==> config.mk <==
export PLATFORM = sky130hd
export DESIGN_NAME = timer_slot_scheduler
export DESIGN_NICKNAME = d
export VERILOG_FILES = /design/src/tss_pkg.sv /design/src/tss_ram.sv /design/src/timer_slot_scheduler.sv
export VERILOG_INCLUDE_DIRS = /design/src /design/src/src
export SDC_FILE = /design/constraint.sdc
export NUM_CORES = 2
export LEC_CHECK = 0
export ABC_AREA = 1
export CORE_MARGIN = 3
export CORE_UTILIZATION = 35
export DETAILED_ROUTE_END_ITERATION = 7
export DONT_BUFFER_PORTS = 1
export PLACE_DENSITY = 0.55
export SETUP_SLACK_MARGIN = 0.02
export SYNTH_ARGS = -nofsm -noshare
export SYNTH_HDL_FRONTEND = slang
export SYNTH_HIERARCHICAL = 1
export SYNTH_SLANG_ARGS = --single-unit
export TNS_END_PERCENT = 20
==> constraint.sdc <==
create_clock -name clock -period 7.05 [get_ports clock]
set_clock_uncertainty 0.1 [all_clocks]
set_input_delay 1.41 -clock clock [delete_from_list [all_inputs] [get_ports clock]]
set_output_delay 1.41 -clock clock [all_outputs]
set_load 0.05 [all_outputs]
==> src/timer_slot_scheduler_assert.svh <==
// ----------------------------------------------------------------------------
// Timer slot scheduler assertion macros
// Shared concurrent assertion forms, clocked on the rising edge.
// ----------------------------------------------------------------------------
`ifndef TIMER_SLOT_SCHEDULER_ASSERT_SVH
`define TIMER_SLOT_SCHEDULER_ASSERT_SVH

// same-cycle implication
`define TSS_ASSERT_NOW(label, clk, rst, ante, cons, msg) \
   label: assert property (@(posedge clk) disable iff (rst) (ante) |-> (cons)) \
      else $error(msg);

// next-cycle implication
`define TSS_ASSERT_NEXT(label, clk, rst, ante, cons, msg) \
   label: assert property (@(posedge clk) disable iff (rst) (ante) |=> (cons)) \
      else $error(msg);

`endif

==> src/tss_pkg.sv <==
// ----------------------------------------------------------------------------
// tss_pkg
// Constants and types for the timer slot scheduler.
// ----------------------------------------------------------------------------
`default_nettype none

package tss_pkg;

   localparam int DEF_TIMER_SLOTS = 16;
   localparam int DEF_TIME_BITS   = 48;
   localparam int MAX_FIRE        = 16;
   localparam int SLOT_PORT_W     = 4;
   localparam int IVL_W           = 24;
   localparam int AMT_W           = 16;
   localparam int FCNT_W          = $clog2(MAX_FIRE + 1);

   typedef enum logic [1:0] {
      KIND_TICK  = 2'd0,
      KIND_START = 2'd1,
      KIND_STOP  = 2'd2
   } kind_type;

endpackage

`default_nettype wire

==> src/tss_ram.sv <==
// ----------------------------------------------------------------------------
// tss_ram
// Generic single-write, single-read RAM with registered read data.
// ----------------------------------------------------------------------------
`default_nettype none

module tss_ram #(
   parameter int WIDTH = 8,
   parameter int DEPTH = 16,
   localparam int ADDR_W = (DEPTH > 1) ? $clog2(DEPTH) : 1
) (
   input  wire logic              clock,
   input  wire logic              wr_en,
   input  wire logic [ADDR_W-1:0] wr_addr,
   input  wire logic [WIDTH-1:0]  wr_data,
   input  wire logic [ADDR_W-1:0] rd_addr,
   output logic      [WIDTH-1:0]  rd_data
);

   logic [WIDTH-1:0] mem_ff [DEPTH];
   logic [WIDTH-1:0] rd_data_ff;

   always_ff @(posedge clock) begin
      if (wr_en) begin
         mem_ff[wr_addr] <= wr_data;
      end
      rd_data_ff <= mem_ff[rd_addr];
   end

   assign rd_data = rd_data_ff;

endmodule

`default_nettype wire

==> src/timer_slot_scheduler.sv <==
// ----------------------------------------------------------------------------
// timer_slot_scheduler
// Multi-slot timer queue: arm, disarm and tick with time-ordered expiry.
// ----------------------------------------------------------------------------
// Usage:
//   A command beat is taken when start is high and busy is low. kind selects
//   tick, start slot or stop slot. Start and stop complete in the accepting
//   cycle and never raise busy.
//   A tick raises busy and runs one scan pass over the slot RAM per expiry,
//   or a single pass if nothing is due. A pass reads one slot per cycle
//   through the RAM read port; a tick that fires k slots runs max(k,1)
//   passes (k is at most 16).
//   Each expiry appears on the rsp_ ports for one cycle with rsp_strobe,
//   earliest fire time first, ties to the lowest slot; rsp_last marks the
//   final beat of the tick. A tick that fires nothing gives no beat.
//   The receiver cannot stall: beats are never held.
//   Reset clears the time base and all running flags; slot RAM contents
//   are don't-care until a start writes them, so no clearing pass is needed.
// ----------------------------------------------------------------------------
`default_nettype none

`include "timer_slot_scheduler_assert.svh"

module timer_slot_scheduler #(
   parameter int TIMER_SLOTS = tss_pkg::DEF_TIMER_SLOTS,
   parameter int TIME_BITS   = tss_pkg::DEF_TIME_BITS
) (
   input  wire logic                            clock,
   input  wire logic                            reset,
   input  wire logic                            start,
   output logic                                 busy,
   input  wire logic [1:0]                      req_kind,
   input  wire logic [tss_pkg::SLOT_PORT_W-1:0] req_slot,
   input  wire logic [tss_pkg::IVL_W-1:0]       req_interval,
   input  wire logic [tss_pkg::IVL_W-1:0]       req_reload_interval,
   input  wire logic [tss_pkg::AMT_W-1:0]       req_tick_amount,
   output logic                                 rsp_strobe,
   output logic [tss_pkg::SLOT_PORT_W-1:0]      rsp_fired_slot,
   output logic [tss_pkg::IVL_W-1:0]            rsp_fired_interval,
   output logic                                 rsp_last
);

   localparam int SLOT_W  = (TIMER_SLOTS > 1) ? $clog2(TIMER_SLOTS) : 1;
   localparam int CNT_W   = $clog2(TIMER_SLOTS + 1);
   localparam int IVL_W   = tss_pkg::IVL_W;
   localparam int ENTRY_W = TIME_BITS + 2 * IVL_W;
   localparam int FCNT_W  = tss_pkg::FCNT_W;
   localparam int SUM_W   = ((TIME_BITS > IVL_W) ? TIME_BITS : IVL_W) + 1;

   typedef enum logic [1:0] {
      ST_IDLE,
      ST_SCAN,
      ST_FIRE
   } state_type;

   // clamps at the largest time value, also when the delta is wider than time
   function automatic logic [TIME_BITS-1:0] sat_add(input logic [TIME_BITS-1:0] a,
                                                     input logic [IVL_W-1:0]     b);
      logic [SUM_W-1:0] sum;
      sum = SUM_W'(a) + SUM_W'(b);
      return (sum > SUM_W'({TIME_BITS{1'b1}})) ? {TIME_BITS{1'b1}} : sum[TIME_BITS-1:0];
   endfunction

   state_type              state_ff;
   logic [TIME_BITS-1:0]   now_ff;
   logic [TIMER_SLOTS-1:0] running_ff;
   logic [TIMER_SLOTS-1:0] done_ff;
   logic [CNT_W-1:0]       issue_ff;
   logic                   rd_vld_ff;
   logic [SLOT_W-1:0]      rd_idx_ff;
   logic [CNT_W-1:0]       cand_cnt_ff;
   logic [SLOT_W-1:0]      best_slot_ff;
   logic [TIME_BITS-1:0]   best_time_ff;
   logic [IVL_W-1:0]       best_cur_ff;
   logic [IVL_W-1:0]       best_rel_ff;
   logic [FCNT_W-1:0]      fire_cnt_ff;
   logic                   rsp_strobe_ff;
   logic [tss_pkg::SLOT_PORT_W-1:0] rsp_slot_ff;
   logic [IVL_W-1:0]       rsp_ivl_ff;
   logic                   rsp_last_ff;

   logic                   accept;
   logic                   slot_ok;
   logic                   start_wr;
   logic                   rearm_wr;
   logic                   mem_we;
   logic [SLOT_W-1:0]      mem_waddr;
   logic [ENTRY_W-1:0]     mem_wdata;
   logic [ENTRY_W-1:0]     mem_rdata;
   logic [TIME_BITS-1:0]   rd_time;
   logic [IVL_W-1:0]       rd_cur;
   logic [IVL_W-1:0]       rd_rel;
   logic                   cand;
   logic                   better;
   logic                   scan_end;
   logic                   fire_last;

   assign busy     = (state_ff != ST_IDLE);
   assign accept   = start && !busy;
   assign slot_ok  = int'(req_slot) < TIMER_SLOTS;
   assign start_wr = accept && (req_kind == tss_pkg::KIND_START) && slot_ok &&
                     (req_interval != '0);
   assign rearm_wr = (state_ff == ST_FIRE) && (cand_cnt_ff != '0) && (best_rel_ff != '0);
   assign mem_we   = start_wr || rearm_wr;

   always_comb begin
      if (start_wr) begin
         mem_waddr = SLOT_W'(req_slot);
         mem_wdata = {sat_add(now_ff, req_interval), req_interval, req_reload_interval};
      end else begin
         mem_waddr = best_slot_ff;
         mem_wdata = {sat_add(now_ff, best_rel_ff), best_rel_ff, best_rel_ff};
      end
   end

   tss_ram #(
      .WIDTH (ENTRY_W),
      .DEPTH (TIMER_SLOTS)
   ) u_slot_ram (
      .clock   (clock),
      .wr_en   (mem_we),
      .wr_addr (mem_waddr),
      .wr_data (mem_wdata),
      .rd_addr (issue_ff[SLOT_W-1:0]),
      .rd_data (mem_rdata)
   );

   assign {rd_time, rd_cur, rd_rel} = mem_rdata;

   assign cand      = rd_vld_ff && running_ff[rd_idx_ff] && !done_ff[rd_idx_ff] &&
                      (rd_time <= now_ff);
   assign better    = cand && ((cand_cnt_ff == '0) || (rd_time < best_time_ff));
   assign scan_end  = rd_vld_ff && (rd_idx_ff == SLOT_W'(TIMER_SLOTS - 1));
   // final beat: only one due slot left, or the per-tick cap is reached
   assign fire_last = (cand_cnt_ff == CNT_W'(1)) ||
                      (fire_cnt_ff == FCNT_W'(tss_pkg::MAX_FIRE - 1));

   always_ff @(posedge clock) begin
      if (reset) begin
         state_ff      <= ST_IDLE;
         now_ff        <= '0;
         running_ff    <= '0;
         done_ff       <= '0;
         issue_ff      <= '0;
         rd_vld_ff     <= 1'b0;
         cand_cnt_ff   <= '0;
         fire_cnt_ff   <= '0;
         rsp_strobe_ff <= 1'b0;
      end else begin
         rsp_strobe_ff <= (state_ff == ST_FIRE) && (cand_cnt_ff != '0);
         unique case (state_ff)
            ST_IDLE: begin
               if (accept) begin
                  unique case (req_kind)
                     tss_pkg::KIND_TICK: begin
                        now_ff      <= sat_add(now_ff, IVL_W'(req_tick_amount));
                        done_ff     <= '0;
                        fire_cnt_ff <= '0;
                        issue_ff    <= '0;
                        cand_cnt_ff <= '0;
                        state_ff    <= ST_SCAN;
                     end
                     tss_pkg::KIND_START: begin
                        if (start_wr) begin
                           running_ff[SLOT_W'(req_slot)] <= 1'b1;
                        end
                     end
                     tss_pkg::KIND_STOP: begin
                        if (slot_ok) begin
                           running_ff[SLOT_W'(req_slot)] <= 1'b0;
                        end
                     end
                     default: begin
                     end
                  endcase
               end
            end
            ST_SCAN: begin
               if (issue_ff != CNT_W'(TIMER_SLOTS)) begin
                  issue_ff  <= issue_ff + CNT_W'(1);
                  rd_vld_ff <= 1'b1;
                  rd_idx_ff <= issue_ff[SLOT_W-1:0];
               end else begin
                  rd_vld_ff <= 1'b0;
               end
               if (cand) begin
                  cand_cnt_ff <= cand_cnt_ff + CNT_W'(1);
               end
               if (better) begin
                  best_slot_ff <= rd_idx_ff;
                  best_time_ff <= rd_time;
                  best_cur_ff  <= rd_cur;
                  best_rel_ff  <= rd_rel;
               end
               if (scan_end) begin
                  state_ff <= ST_FIRE;
               end
            end
            ST_FIRE: begin
               if (cand_cnt_ff == '0) begin
                  state_ff <= ST_IDLE;
               end else begin
                  rsp_slot_ff           <= tss_pkg::SLOT_PORT_W'(best_slot_ff);
                  rsp_ivl_ff            <= best_cur_ff;
                  rsp_last_ff           <= fire_last;
                  done_ff[best_slot_ff] <= 1'b1;
                  fire_cnt_ff           <= fire_cnt_ff + FCNT_W'(1);
                  // one-shot slots stop; reloading slots were rewritten in RAM
                  if (best_rel_ff == '0) begin
                     running_ff[best_slot_ff] <= 1'b0;
                  end
                  if (fire_last) begin
                     state_ff <= ST_IDLE;
                  end else begin
                     issue_ff    <= '0;
                     cand_cnt_ff <= '0;
                     state_ff    <= ST_SCAN;
                  end
               end
            end
            default: begin
               state_ff <= ST_IDLE;
            end
         endcase
      end
   end

   assign rsp_strobe         = rsp_strobe_ff;
   assign rsp_fired_slot     = rsp_slot_ff;
   assign rsp_fired_interval = rsp_ivl_ff;
   assign rsp_last           = rsp_last_ff;

   `TSS_ASSERT_NOW(a_last_ends_tick, clock, reset, rsp_strobe && rsp_last, !busy,
      "final beat of a tick while still busy")
   `TSS_ASSERT_NOW(a_more_keeps_busy, clock, reset, rsp_strobe && !rsp_last, busy,
      "non-final beat but tick already finished")
   `TSS_ASSERT_NEXT(a_beats_spaced, clock, reset, rsp_strobe, !rsp_strobe,
      "two expiry beats in consecutive cycles")
   `TSS_ASSERT_NEXT(a_tick_busy, clock, reset,
      start && !busy && (req_kind == tss_pkg::KIND_TICK), busy,
      "accepted tick did not start a scan")
   `TSS_ASSERT_NOW(a_fire_cap, clock, reset, busy,
      fire_cnt_ff < FCNT_W'(tss_pkg::MAX_FIRE),
      "expiry count reached the cap while a tick is still running")

endmodule

`default_nettype wire

Word-level counts from Yosys, hierarchy flattened
Memories as Yosys holds them, arrays and structs flattened. A register that Yosys moved wholly into a read port is not among the register bits.
Cells that the tools add are included.
{"block": "classes", "add_sub_neg": 6, "order_cmp": 10, "eq_ne": 18, "mux": 42, "n_bitwise": 8, "n_reduce_logical": 36}
{"cell": "$gt A49 B48 Y1 const B", "count": 3}
{"cell": "$mux W48", "count": 3}
{"cell": "$mux W16", "count": 7}
{"cell": "$add A48 B24 Y49", "count": 2}
{"cell": "$mux W96", "count": 1}
{"cell": "$pmux W16 S2", "count": 3}
{"cell": "$add A48 B16 Y49", "count": 1}
{"cell": "$le A48 B48 Y1", "count": 1}
{"cell": "$lt A48 B48 Y1", "count": 1}
{"cell": "$reduce_bool A24 Y1", "count": 2}
{"cell": "$mux W5", "count": 7}
{"cell": "$and A16 B16 Y16", "count": 2}
{"cell": "$not A16 Y16", "count": 2}
{"cell": "$or A16 B16 Y16", "count": 2}
{"cell": "$pmux W5 S3", "count": 2}
{"cell": "$logic_not A24 Y1", "count": 1}
{"cell": "$reduce_and A6 Y1", "count": 3}
{"cell": "$add A5 B1 Y5 const B", "count": 3}
{"cell": "$lt A4 B5 Y1 const B", "count": 3}
{"cell": "$reduce_and A3 Y1", "count": 5}
{"cell": "$logic_and A1 B1 Y1", "count": 12}
{"cell": "$ne A2 B2 Y1 const B", "count": 6}
{"cell": "$pmux W5 S2", "count": 1}
{"cell": "$mux W1", "count": 9}
{"cell": "24 further kinds", "count": 38}
{"block": "word_totals", "ff_bits": 232, "mem_bits_rw": 1536, "wordCells": 138, "mem_count": 1}
{"memory": "u_slot_ram.mem_ff", "words": 16, "width": 96, "rd": 1, "rd_clocked_by_memory_dff": 1, "write_ports": 1, "line": "tss_ram.sv:20", "source": "logic [WIDTH-1:0] mem_ff [DEPTH];"}

Depth between registers and ports, before layout
{"block": "logic_depth", "depth_word": 9, "mapped_depth": 18, "mapped_depth_nobuf": 18}

Modules after synthesis
The synthesis kept the hierarchy.
{"mod": "tss_ram", "instances": 1, "cells_each": 6302, "area_per_inst_um2": 67643.6, "seq_area_each_um2": 48046.1}
{"mod": "timer_slot_scheduler", "instances": 1, "cells_each": 2629, "area_per_inst_um2": 18571.6, "seq_area_each_um2": 5975.7}

Least setup slack after synthesis
OpenSTA, ideal clock, no wires.
{"block": "synth_timing", "path_type": "in2reg", "from": "input req_interval[20] (netlist bit)", "to": "memory u_slot_ram/mem_ff[12][0] (netlist bit) (enable)", "setup_ps": 552, "t_arrival_ps": 6828, "t_required_ps": 6398, "setup_slack_ps": -430, "path_stages": 9, "path_buffers": 2, "cell_sequence": "nor4_1 > nand4_1 > nand2_2 > buf_2 > buf_1 > nand2_1 > o21ai_0 > nand3_1 > nor2_1"}
{"block": "synth_between", "word_cells_on_any_way": 6}
{"item": "from (decl)", "line": "timer_slot_scheduler.sv:34", "source": "input wire logic [tss_pkg::IVL_W-1:0] req_interval,"}
{"item": "$reduce_bool A24 Y1", "line": "timer_slot_scheduler.sv:102", "source": "(req_interval != '0);"}
{"item": "$logic_and A1 B1 Y1", "line": "timer_slot_scheduler.sv:101", "source": "assign start_wr = accept && (req_kind == tss_pkg::KIND_START) && slot_ok &&"}
{"item": "$mux W4", "line": "timer_slot_scheduler.sv:107", "source": "if (start_wr) begin"}
{"item": "named net mem_waddr[3]", "line": "timer_slot_scheduler.sv:87", "source": "logic [SLOT_W-1:0] mem_waddr;"}
{"item": "to (decl)", "line": "tss_ram.sv:20"}
The timed path passes the listed nets, and every way through them passes these cells.

Final worst setup path
{"block": "layout_timing", "from": "register now_ff[1]", "to": "memory u_slot_ram/mem_ff[3][57] (netlist bit), data pin"}
{"block": "layout_between", "elab_chain_len": 4, "word_cells_on_any_way": 7}
{"item": "from (decl)", "line": "timer_slot_scheduler.sv:65", "source": "logic [TIME_BITS-1:0] now_ff;"}
{"item": "from (signal assigned)", "line": "timer_slot_scheduler.sv:156", "source": "now_ff <= sat_add(now_ff, IVL_W'(req_tick_amount));"}
{"item": "$add A48 B24 Y49", "line": "timer_slot_scheduler.sv:60", "source": "sum = SUM_W'(a) + SUM_W'(b);"}
{"item": "$gt A49 B48 Y1", "line": "timer_slot_scheduler.sv:61", "source": "return (sum > SUM_W'({TIME_BITS{1'b1}})) ? {TIME_BITS{1'b1}} : sum[TIME_BITS-1:0];"}
{"item": "$mux W48", "line": "timer_slot_scheduler.sv:61"}
{"item": "$mux W96 (*)", "line": "timer_slot_scheduler.sv:107"}
{"item": "named net mem_wdata[57]", "line": "timer_slot_scheduler.sv:88", "source": "logic [ENTRY_W-1:0] mem_wdata;"}
The timed path passes the listed nets; every way through them passes the cells marked *.

==> out/qor.csv <==
metric,value,unit
max_cap_viol_count,0,
synth_top_cell_by_area,edfxtp_1,
die_w,502,um
cp-end-kind,flop,
fin_cells,12200,
synth_edf_count,1669,
vias_per_cell,5.05,
layout_setup_ws,2390,ps
ant_nets,0,
drc,0,
dp.cells,11900,
io_buffers,0,
grt_pass1_vias,57700,
grt_usage,21.3,%
ys_types,64,
cts_hold_buf,0,
clk_latency,860,ps
fin_tns_setup,0,ps
slew_headroom,14.6,%
path_clk_slew,60,ps
vias,61800,
critPathLaunch,now_ff[1]$_SDFFE_PP0P_,
wire_per_inst,22.4,um
status,completed,
drv_slew,0,
first_pass_iters,6,
drt-initial-drc-count,5857,
fin_nets,9103,
dieArea,252000,um2
power.internal,18.9,mW
r2r-start,now_ff[1]$_SDFFE_PP0P_,
ctsResizeCount,0,
power_frac_seq,49.3,%
tritoncts,yes,
n_fill_cell,23600,
grt_max_degree,210,
netlist_area,86200,um2
power,25.1,mW
p_leak,40.2,nW
synth_fp_nets,9173,
grt_antenna_before_repair,27,
rows,181,
setup_viol,0,
rsz0062_at_grt,no,
clockPowerShare,41.6,%
cts.sinks,1864,
post-place-ws,1650,ps
multi_input_area,24600,um2
timing.rr.end,u_slot_ram/mem_ff[3][57]$_DFFE_PP_,
io_pins,104,
peakVddDrop,0.256,mV
syn_inst,8931,
start_util,35.3,%
netlist_top_cells_area,"edfxtp_1, nand2_1, nand3_1",
ys_ff_latch,1864,
htreeDepth,4,
core-area,244000,um2
reg2regPathDepth,13,
overflow,0,
synth_seq_area_share,62.7,%
area_growth,11.6,%
crit_arrival,5030,ps
path_max_fanout,22,
crit_end,u_slot_ram/mem_ff[3][57]$_DFFE_PP_,
synthDominantCellAreaShare,58.1,%
dp_hpwl,168000,um
finalCritPeriodShare,66.1,%
async_reset_ff_share,0,%
hold_class,reg -> reg,
power_per_cell_area,261,nW/um2
worst_slew_pin_slew,1270,ps
path_class,reg -> reg,
p_comb_share,9.0,%
post_cts.repair.setup_buffers,0,
place.gp.congestion,0.969,
max_freq,215,MHz
yosys_warnings,6,
cts_buffers,195,
ff_latch_area,54000,um2
hold_viol,0,
r2r_setup_slack,2390,ps
p_sw,6.17,mW
critPathLaunchType,flop,
clockRootBuffer,clkbuf_16,
holdWs,292,ps
syn_avg_cell_area,9.65,um2
min_period,4660,ps
wl,274000,um
cp_data_required_time,7420,ps
sw_frac_of_total,24.6,%
drive_above_1_share,5.76,%
synthFlopType,edfxtp_1,
clock_path_buffers,3,
die_y,502,um
grt_pass1_wl,398000,um
[sequential cells by signal, indices dropped and copies added, names as in the netlist, 2 cells and up, named ones only]
| signal | count |
|---|---|
| u_slot_ram/rd_data | 96 |
| rd_idx_ff | 4 |
| cand_cnt_ff | 5 |
| best_rel_ff | 24 |
| issue_ff | 5 |
| best_time_ff | 48 |
| rsp_fired_interval | 24 |
| state_ff | 2 |
| rsp_fired_slot | 4 |
| u_slot_ram/mem_ff | 1536 |
| fire_cnt_ff | 5 |
| done_ff | 16 |
| best_slot_ff | 4 |
| best_cur_ff | 24 |
| now_ff | 48 |
[power by group through the flow]
stage	registers [mW]	clock network (mW)	logic, mW
2_1_floorplan	12.5	0	1.62
3_3_place_gp	12.6	0	2.22
3_5_place_dp	12.6	0	2.26
4_1_cts	12.4	10.7	2.27
5_1_grt	12.4	11.1	2.52
6_report	12.4	10.4	2.27
[stage by stage]
| step | util, % | cell area (um2) |
|---|---|---|
| floorplan | - | 86200 |
| global placement | 36.7 | 89500 |
| detailed placement | 36.7 | 89700 |
| CTS | 39.4 | 96200 |
| global route | 39.4 | 96200 |
| finish | 39.4 | 96200 |
[area by class of cell]
type                            count  share of cell area, %
Sequential cell                  1864                   56.2
Antenna cell                       10                 0.0260
Clock buffer                      266                   5.53
Inverter                         1496                   5.87
Tap cell                         3202                   4.17
Clock inverter                     98                   1.18
Timing Repair Buffer              111                   1.45
Multi-Input combinational cell   5193                   25.6
[placed cells by master, fill, tap and decap left out, types with 10 or more instances in the layout]
cell	synthesis	final
nand2_1	2710	2710
edfxtp_1	1669	1669
inv_1	1473	1472
nand3_1	1326	1326
nor2_1	289	271
clkbuf_16	0	197
dfxtp_1	195	191
a21oi_1	189	188
ha_1	166	166
o21ai_0	154	139
buf_4	25	70
nor3_1	57	57
clkbuf_1	100	56
xor2_1	50	50
buf_12	1	35
xnor2_1	34	34
clkinv_2	0	29
clkinv_1	3	26
nand4_1	25	25
a31oi_1	22	22
bufinv_16	0	21
nor2_4	2	20
o21a_1	19	19
o21ai_1	9	18
a31o_2	16	16
inv_2	17	15
nor4_1	15	15
clkbuf_8	0	13
diode_2	0	10
nand3_2	10	10
[metal layers]
layer	vias to the layer above	global-route usage (%)	wire, um
li1	29000	-	-
met1	30200	29.2	119000
met2	2164	34.6	128000
met3	432	3.25	18800
met4	6	6.61	8350
met5	-	0	34
[synth_stat cells, types with 25 or more instances]
master / n
a21oi_1: 189
buf_1: 27
buf_2: 175
buf_4: 25
buf_6: 50
clkbuf_1: 100
dfxtp_1: 195
edfxtp_1: 1669
ha_1: 166
inv_1: 1473
nand2_1: 2710
nand3_1: 1326
nand4_1: 25
nor2_1: 289
nor3_1: 57
o21ai_0: 154
xnor2_1: 34
xor2_1: 50
[worst max-delay path, cell delays in order, from the launching register on]
cell and delay, ps:
dfxtp_1 580, inv_1 260, fa_1 480, inv_1 80, nand3_1 110, nand2_1 120, nand2_1 70, nor2_1 130
nor2_2 90, o21ai_2 320, nand3_1 150, nand2_2 690, nor3_1 100, a21oi_1 960
[worst min-delay path by stage]
stage / end / slack (ps) / cells after the start / from
6_report: best_cur_ff[23]$_DFFE_PP_ / 290 / 0 / u_slot_ram/rd_data[47]$_DFF_P_
5_1_grt: best_cur_ff[8]$_DFFE_PP_ / 300 / 0 / u_slot_ram/rd_data[32]$_DFF_P_
4_1_cts: best_cur_ff[23]$_DFFE_PP_ / 290 / 0 / u_slot_ram/rd_data[47]$_DFF_P_
3_5_place_dp: best_cur_ff[19]$_DFFE_PP_ / 290 / 0 / u_slot_ram/rd_data[43]$_DFF_P_
3_3_place_gp: best_cur_ff[23]$_DFFE_PP_ / 290 / 0 / u_slot_ram/rd_data[47]$_DFF_P_
2_1_floorplan: best_cur_ff[0]$_DFFE_PP_ / 290 / 0 / u_slot_ram/rd_data[24]$_DFF_P_
[kinds of logic (layout without fill, tap and decap cells)]
family,count (synthesis),count (layout),share of synthesized area [%]
simple gates,4489,4489,22.1
buf+inv,1874,1971,8.98
flops,1864,1864,62.7
compound gates,451,451,2.93
fa+ha+maj,169,169,2.48
xor+xnor,84,84,0.853
other cells,0,10,0
Note: power is estimated with default switching activity, not from simulation.
